### src/design/mont_ram.sv
// Generic single-write, single-read RAM with registered read data.
// No dependencies; used for the held-note count store.
module mont_ram #(
  parameter int WIDTH = 8,
  parameter int DEPTH = 16
) (
  input  logic                                   clk_i,
  input  logic                                   we_i,
  input  logic [((DEPTH > 1) ? $clog2(DEPTH) : 1)-1:0] waddr_i,
  input  logic [WIDTH-1:0]                       wdata_i,
  input  logic                                   re_i,
  input  logic [((DEPTH > 1) ? $clog2(DEPTH) : 1)-1:0] raddr_i,
  output logic [WIDTH-1:0]                       rdata_o
);

  logic [WIDTH-1:0] mem_q [DEPTH];
  logic [WIDTH-1:0] rdata_q;

  // Write port
  always_ff @(posedge clk_i) begin
    if (we_i) begin
      mem_q[waddr_i] <= wdata_i;
    end
  end

  // Registered read port
  always_ff @(posedge clk_i) begin
    if (re_i) begin
      rdata_q <= mem_q[raddr_i];
    end
  end

  assign rdata_o = rdata_q;

endmodule

### config.mk
export PLATFORM = sky130hd
export DESIGN_NAME = mont_ram
export DESIGN_NICKNAME = d
export VERILOG_FILES = /design/src/design/mont_ram.sv
export SDC_FILE = /design/constraint.sdc
export NUM_CORES = 1
export LEC_CHECK = 0
export BUFFER_PORTS_ARGS = -buffer_cell sky130_fd_sc_hd__clkbuf_2
export CORE_ASPECT_RATIO = 0.8
export CORE_MARGIN = 1
export CORE_UTILIZATION = 33
export CTS_CLUSTER_DIAMETER = 40
export DETAILED_ROUTE_END_ITERATION = 10
export HOLD_SLACK_MARGIN = 0.08
export PLACE_DENSITY = 0.51
export SYNTH_ARGS = -nofsm -noshare
export SYNTH_HDL_FRONTEND = slang
export SYNTH_SLANG_ARGS = --single-unit
### constraint.sdc
create_clock -name clk_i -period 5.9 [get_ports clk_i]
set_clock_uncertainty 0.15 [all_clocks]
set_input_delay 0.885 -clock clk_i [delete_from_list [all_inputs] [get_ports clk_i]]
set_output_delay 0.885 -clock clk_i [all_outputs]
set_load 0.01 [all_outputs]
==> results_dict.tcl, run 1 <==
set metrics [dict create \
    r2r-start "mem_q[2][3]" \
    clockBufferDepth 2 \
    cp.arrival_ns 2.42 \
    combPwrFrac 0.043 \
    timing.rr.end "rdata_o[3]" \
    startpoint "raddr_i[0]" \
    die_area_um2 16350 \
    critPathCapture "rdata_o[3]" \
    p_int_uw 1746 \
    swShare 0.2047 \
    crit_path_start_kind "primary input" \
    ios 27 \
    seq_power_share 0.499 \
    multiInputGateArea_um2 1057 \
    synth_common_cells "edfxtp_1, mux4_2, a22oi_1, mux4_1, nor2_1" \
    area.sequential_um2 4084 \
    p_sw_uw 449.3 \
    ys_seq_area_frac 0.7812 \
    num_antenna_cells 0 \
    port_buffers 26 \
    ant_nets 0 \
    cts_max_level 4 \
    synth_compound_area_frac 0.02298 \
    synthAdderAreaFrac 0 \
    synth_top_family_by_area "multiplexers" \
    drive_gt1_frac 0.2766 \
    yosys-mux-area-fraction 0.1479 \
    grt_pass1_vias 2600 \
    hold_class "flip-flop to flip-flop" \
    post-dp-hpwl_um 6512 \
    fin_setup_tns_ns 0 \
    clock_latency_ns 0.41 \
    grtUsageTotal 0.1397 \
    dieWidth_um 142.7 \
    dp.cells 460 \
    drt_first_pass_iters 4 \
    ys_top_cells_by_area "edfxtp_1, mux4_2, mux4_1" \
    post-route-period-util 0.4092 \
    gp_congestion 0.6941 \
    fillers 1324 \
    ctsResizeCount 0 \
    final_cells 492 \
    cts_buffers 17 \
    grt_max_degree 33 \
    yosysTopAreaCell "edfxtp_1" \
    cp.required_ns 5.90 \
    wirelength_um 10260 \
    ys_types 18 \
    num_rows 40 \
    syn_nets 248 \
    p_clk_frac 0.458 \
    synthSimpleGateAreaFrac 0.03135 \
    final_util 0.4019 \
    syn_to_final_growth_pct 17.35 \
    fmax_mhz 414.2 \
    grt_setup_unrepaired "false" \
    tightest_slew_ns 0.9457 \
    drc 0 \
    final.min_clock_period_ns 2.415 \
    leakage_uw 0.002016 \
    die_y_um 114.6 \
    grt_pass1_wl_um 15770 \
    cts.sinks 136 \
    setup_viol 0 \
    post-cts-setup-buffer-count 0 \
    max_slew_margin 0.3672 \
    drv_slew 0 \
    cts_root_buffer "clkbuf_16" \
    cp_max_fo 32 \
    vias 2406 \
    yosys_register_bits 136 \
    initial_core_util 0.3425 \
    ys.flop_type "edfxtp_1" \
    yosys_warnings 0 \
    yosysTopAreaCellShare 0.7812 \
    crit_type "primary input to flip-flop" \
    cts_hold_buffers 0 \
    r2r_setup_slack_ns 4.30 \
    synth-edff-count 136 \
    cts_tree "yes" \
    reg2reg_depth 3 \
    nets 288 \
    wl_per_cell_um 20.86 \
    post_drt_via_cell_ratio 4.890 \
    holdCritStartpoint "mem_q[8][3]" \
    path_clk_slew_ns 0.05 \
    outcome "completed" \
    synth-async-reset-ratio 0 \
    ir_drop_mv 0.1951 \
    hold_viol_final 0 \
    end_kind "flip-flop" \
    synthXorXnorAreaFrac 0 \
    syn-instance-count 229 \
    power_per_cell_area_nw_per_um2 357.8 \
    dr.first_iter.drc_count 181 \
    core_um2 15260 \
    yosysMostFrequentCell "edfxtp_1" \
    antenna_found_initial 0 \
    synth_area_um2 5228 \
    syn_avg_cell_area_um2 22.83 \
    overflow 0 \
    maxCapViolCount 0 \
]
==> layout by cell type (no fill, tap or decap), drive strengths merged <==
cell      count
edfxtp      136
clkbuf       45
mux4         32
a22oi        16
nor2         13
nand2         9
clkinv        9
buf           5
nor3          4
nand3b        2
nand2b        2
bufinv        2
nor2b         1
and2          1
and2b         1
nand3         1
or3b          1
clkinvlp      1
inv           1
==> how the worst min path moves through the flow <==
stage	cells after the start	end
global placement	3	rdata_o[3]
finish	3	rdata_o[3]
detailed placement	3	rdata_o[3]
global route	3	rdata_o[2]
CTS	3	rdata_o[3]
floorplan	3	rdata_o[0]
==> power by group through the flow <==
stage	Sequential [uW]	Combinational [uW]	Clock (uW)
after global routing	1100	105	1060
after CTS	1100	97.4	1030
after global placement	1120	95.7	0
after detailed placement	1120	97.3	0
final	1100	94.8	1000
after floorplan	1120	54.9	0
==> registers in the layout, summed over array words and instances, names as in the netlist <==
signal and flops:
mem_q 128, rdata_o 8
==> cells by family after synthesis <==
| group | count (synthesis) |
|---|---|
| AOI/OAI and AO/OA | 16 |
| buffers and inverters | 10 |
| DFF | 136 |
| muxes | 32 |
| and+or+nand+nor | 35 |
==> metrics by stage <==
stage | total power [uW] | instance area, um2 | hold slack [ns] | setup slack [ns]
CTS | 2219 | 6135 | 0.6142 | 3.430
global route | 2265 | 6135 | 0.6344 | 3.350
detailed placement | 1213 | 5572 | 0.6002 | 2.999
global placement | 1211 | 5572 | 0.5832 | 2.983
floorplan | 1170 | 5228 | 0.5548 | 3.372
finish | 2195 | 6135 | 0.6031 | 3.485
==> critical path, stage by stage <==
cell and delay, ns:
clkbuf_2 0.07, buf_4 0.48, mux4_1 0.64, a22oi_1 0.25, nand2_1 0.07
==> area by class of cell <==
class | count | share of cell area
clock buffers | 19 | 0.07057
clock inverters | 13 | 0.02121
flip-flops and latches | 136 | 0.6657
well taps | 210 | 0.04283
repair buffers | 31 | 0.02733
multi-input cells | 83 | 0.1723
==> metal layers <==
metal,vias to the layer above,global-route usage,share of wire
li1,1063,-,-
met2,56,0.2203,0.48
met3,12,0.03890,0.044
met1,1275,0.1840,0.47
met5,-,0,0
met4,0,0.05376,0.012
No activity file was read; power rests on OpenSTA's default activity.
==> inputs of run 2 (changes only) <==
--- a/config.mk
+++ b/config.mk
@@ -5,6 +5,7 @@
 export SDC_FILE = /design/constraint.sdc
 export NUM_CORES = 1
 export LEC_CHECK = 0
+export ABC_AREA = 1
 export BUFFER_PORTS_ARGS = -buffer_cell sky130_fd_sc_hd__clkbuf_2
 export CORE_ASPECT_RATIO = 0.8
 export CORE_MARGIN = 1
@@ -12,7 +13,7 @@
 export CTS_CLUSTER_DIAMETER = 40
 export DETAILED_ROUTE_END_ITERATION = 10
 export HOLD_SLACK_MARGIN = 0.08
-export PLACE_DENSITY = 0.51
+export PLACE_DENSITY = 0.53
 export SYNTH_ARGS = -nofsm -noshare
 export SYNTH_HDL_FRONTEND = slang
 export SYNTH_SLANG_ARGS = --single-unit
==> constraint.sdc (replaced) <==
create_clock -name clk_i -period 2.2 [get_ports clk_i]
set_clock_uncertainty 0.15 [all_clocks]
set_input_delay 0.33 -clock clk_i [delete_from_list [all_inputs] [get_ports clk_i]]
set_output_delay 0.33 -clock clk_i [all_outputs]
set_load 0.01 [all_outputs]
==> results_dict.tcl, run 2 <==
set metrics [dict create \
    outcome "completed" \
    antenna_found_initial 0 \
    fin_setup_tns_ns 0 \
    syn_avg_cell_area_um2 10.61 \
    ir_drop_mv 0.5319 \
    cp_max_fo 32 \
    yosysTopAreaCellShare 0.6985 \
    yosys_register_bits 136 \
    yosys_warnings 0 \
    drive_gt1_frac 0.1316 \
    wl_met2_um 6446 \
    ys_types 11 \
    power_per_cell_area_nw_per_um2 933.6 \
    nets 615 \
    cp.required_ns 2.34 \
    largest_reg_flops 128 \
    ant_nets 0 \
    yosysTopAreaCell "edfxtp_1" \
    yosysMostFrequentCell "nand2_1" \
    synth_common_cells "nand2_1, edfxtp_1, inv_1, nand3_1, nor2_1" \
    drv_slew 0 \
    drt_first_pass_iters 4 \
    max_slew_margin 0.5998 \
    cts_tree "yes" \
    clockBufferDepth 2 \
    setup_viol 0 \
    post-cts-setup-buffer-count 0 \
    vias 3869 \
    num_rows 43 \
    largest-register "mem_q" \
    r2r_setup_slack_ns 0.85 \
    overflow 0 \
    ys_seq_area_frac 0.6985 \
    ctsResizeCount 0 \
    synth_area_um2 5847 \
    synth-edff-count 136 \
    dieWidth_um 150.8 \
    syn_to_final_growth_pct 19.11 \
    initial_core_util 0.3375 \
    cts_hold_buffers 0 \
    die_area_um2 18260 \
    layout_commonest_cell "nand2_1" \
    dr.max_layer_used "met4" \
    post_drt_via_cell_ratio 4.645 \
    ios 27 \
    m1WireLength_um 7112 \
    tightest_slew_ns 0.5994 \
    port_buffers 26 \
    final.min_clock_period_ns 1.511 \
    grt_pass1_vias 3646 \
    clock_latency_ns 0.43 \
    syn-instance-count 551 \
    wirelength_um 14480 \
    final_util 0.4020 \
    gp_congestion 0.8142 \
    core_um2 17320 \
    synth-async-reset-ratio 0 \
    fmax_mhz 661.8 \
    end_kind "flip-flop" \
    die_y_um 121.1 \
    wl_met3_um 786 \
    grt_setup_unrepaired "false" \
    hold_class "primary input to flip-flop" \
    post-route-period-util 0.6868 \
    drc 0 \
    syn_nets 570 \
    leakage_uw 0.002986 \
    crit_type "primary input to flip-flop" \
    grt_pass1_wl_um 22000 \
    dr.first_iter.drc_count 376 \
    final_cell_mix "nand2_1, edfxtp_1, inv_1, nand3_1, clkbuf_2" \
    grtUsageTotal 0.1709 \
    ys_top_cells_by_area "edfxtp_1, nand2_1, nand3_1" \
    path_clk_slew_ns 0.06 \
    cts_max_level 4 \
    num_antenna_cells 0 \
    ys.flop_type "edfxtp_1" \
    grt_max_degree 55 \
    cts_buffers 17 \
    cts.sinks 136 \
    cts_root_buffer "clkbuf_16" \
    post-dp-hpwl_um 9335 \
    cp.arrival_ns 1.65 \
    crit_path_start_kind "primary input" \
    hold_viol_final 0 \
    maxCapViolCount 0 \
    wl_per_cell_um 17.38 \
]
==> run 2: per-stage QoR <==
stage	setup slack (ns)	area [um2]	total power, uW	instances	hold slack (ns)
after global routing	0.6005	6964	6685	833	0.2022
final	0.6889	6964	6502	833	0.1798
after global placement	0.3084	6310	3355	802	0.5716
after detailed placement	0.2690	6310	3364	802	0.5782
after CTS	0.7041	6964	6544	833	0.1789
after floorplan	0.7692	5847	3197	551	0.2789
==> run 2: layer usage <==
metal / up-vias / GRT usage
li1: 1870 / -
met1: 1891 / 0.2572
met2: 98 / 0.2414
met3: 10 / 0.03910
met4: 0 / 0.05375
met5: - / 0
==> run 2: final timing paths <==
path | from | endpoint | cells after the start
worst max-delay path | raddr_i[1] | rdata_o[3] | 6
worst min-delay path | re_i | rdata_o[6] | 1
worst max register to register | mem_q[3][3] | rdata_o[3] | 6
worst min register to register | mem_q[14][4] | rdata_o[4] | 6
==> run 2: final cells by class <==
class                           count  area (um2)
Sequential cell                   136        4084
Tap cell                          225       281.5
Clock buffer                       17       425.4
Clock inverter                     14       229.0
Multi-Input combinational cell    289        1214
Fill cell                        1720       10360
Timing Repair Buffer               50       347.8
Inverter                          102       382.9
==> run 2: power by group <==
part | total [uW] | switching [uW] | leakage, uW | internal [uW]
Sequential | 2940 | 18.6 | 0.00124 | 2920
Clock | 3200 | 1090 | 0.000312 | 2110
Combinational | 367 | 258 | 0.00144 | 108
==> run 2: logic make-up (layout without fill, tap and decap cells) <==
kind of cell | count (synthesis) | count (layout) | synth area share
simple gates | 289 | 289 | 0.2076
buf+inv | 126 | 183 | 0.09394
flops | 136 | 136 | 0.6985
==> run 2: worst max-delay path, cell delays in order <==
cell	delay (ns)
clkbuf_2	0.22
inv_2	0.51
nand3_1	0.16
nand3_1	0.18
nand3_1	0.11
nand2_1	0.10
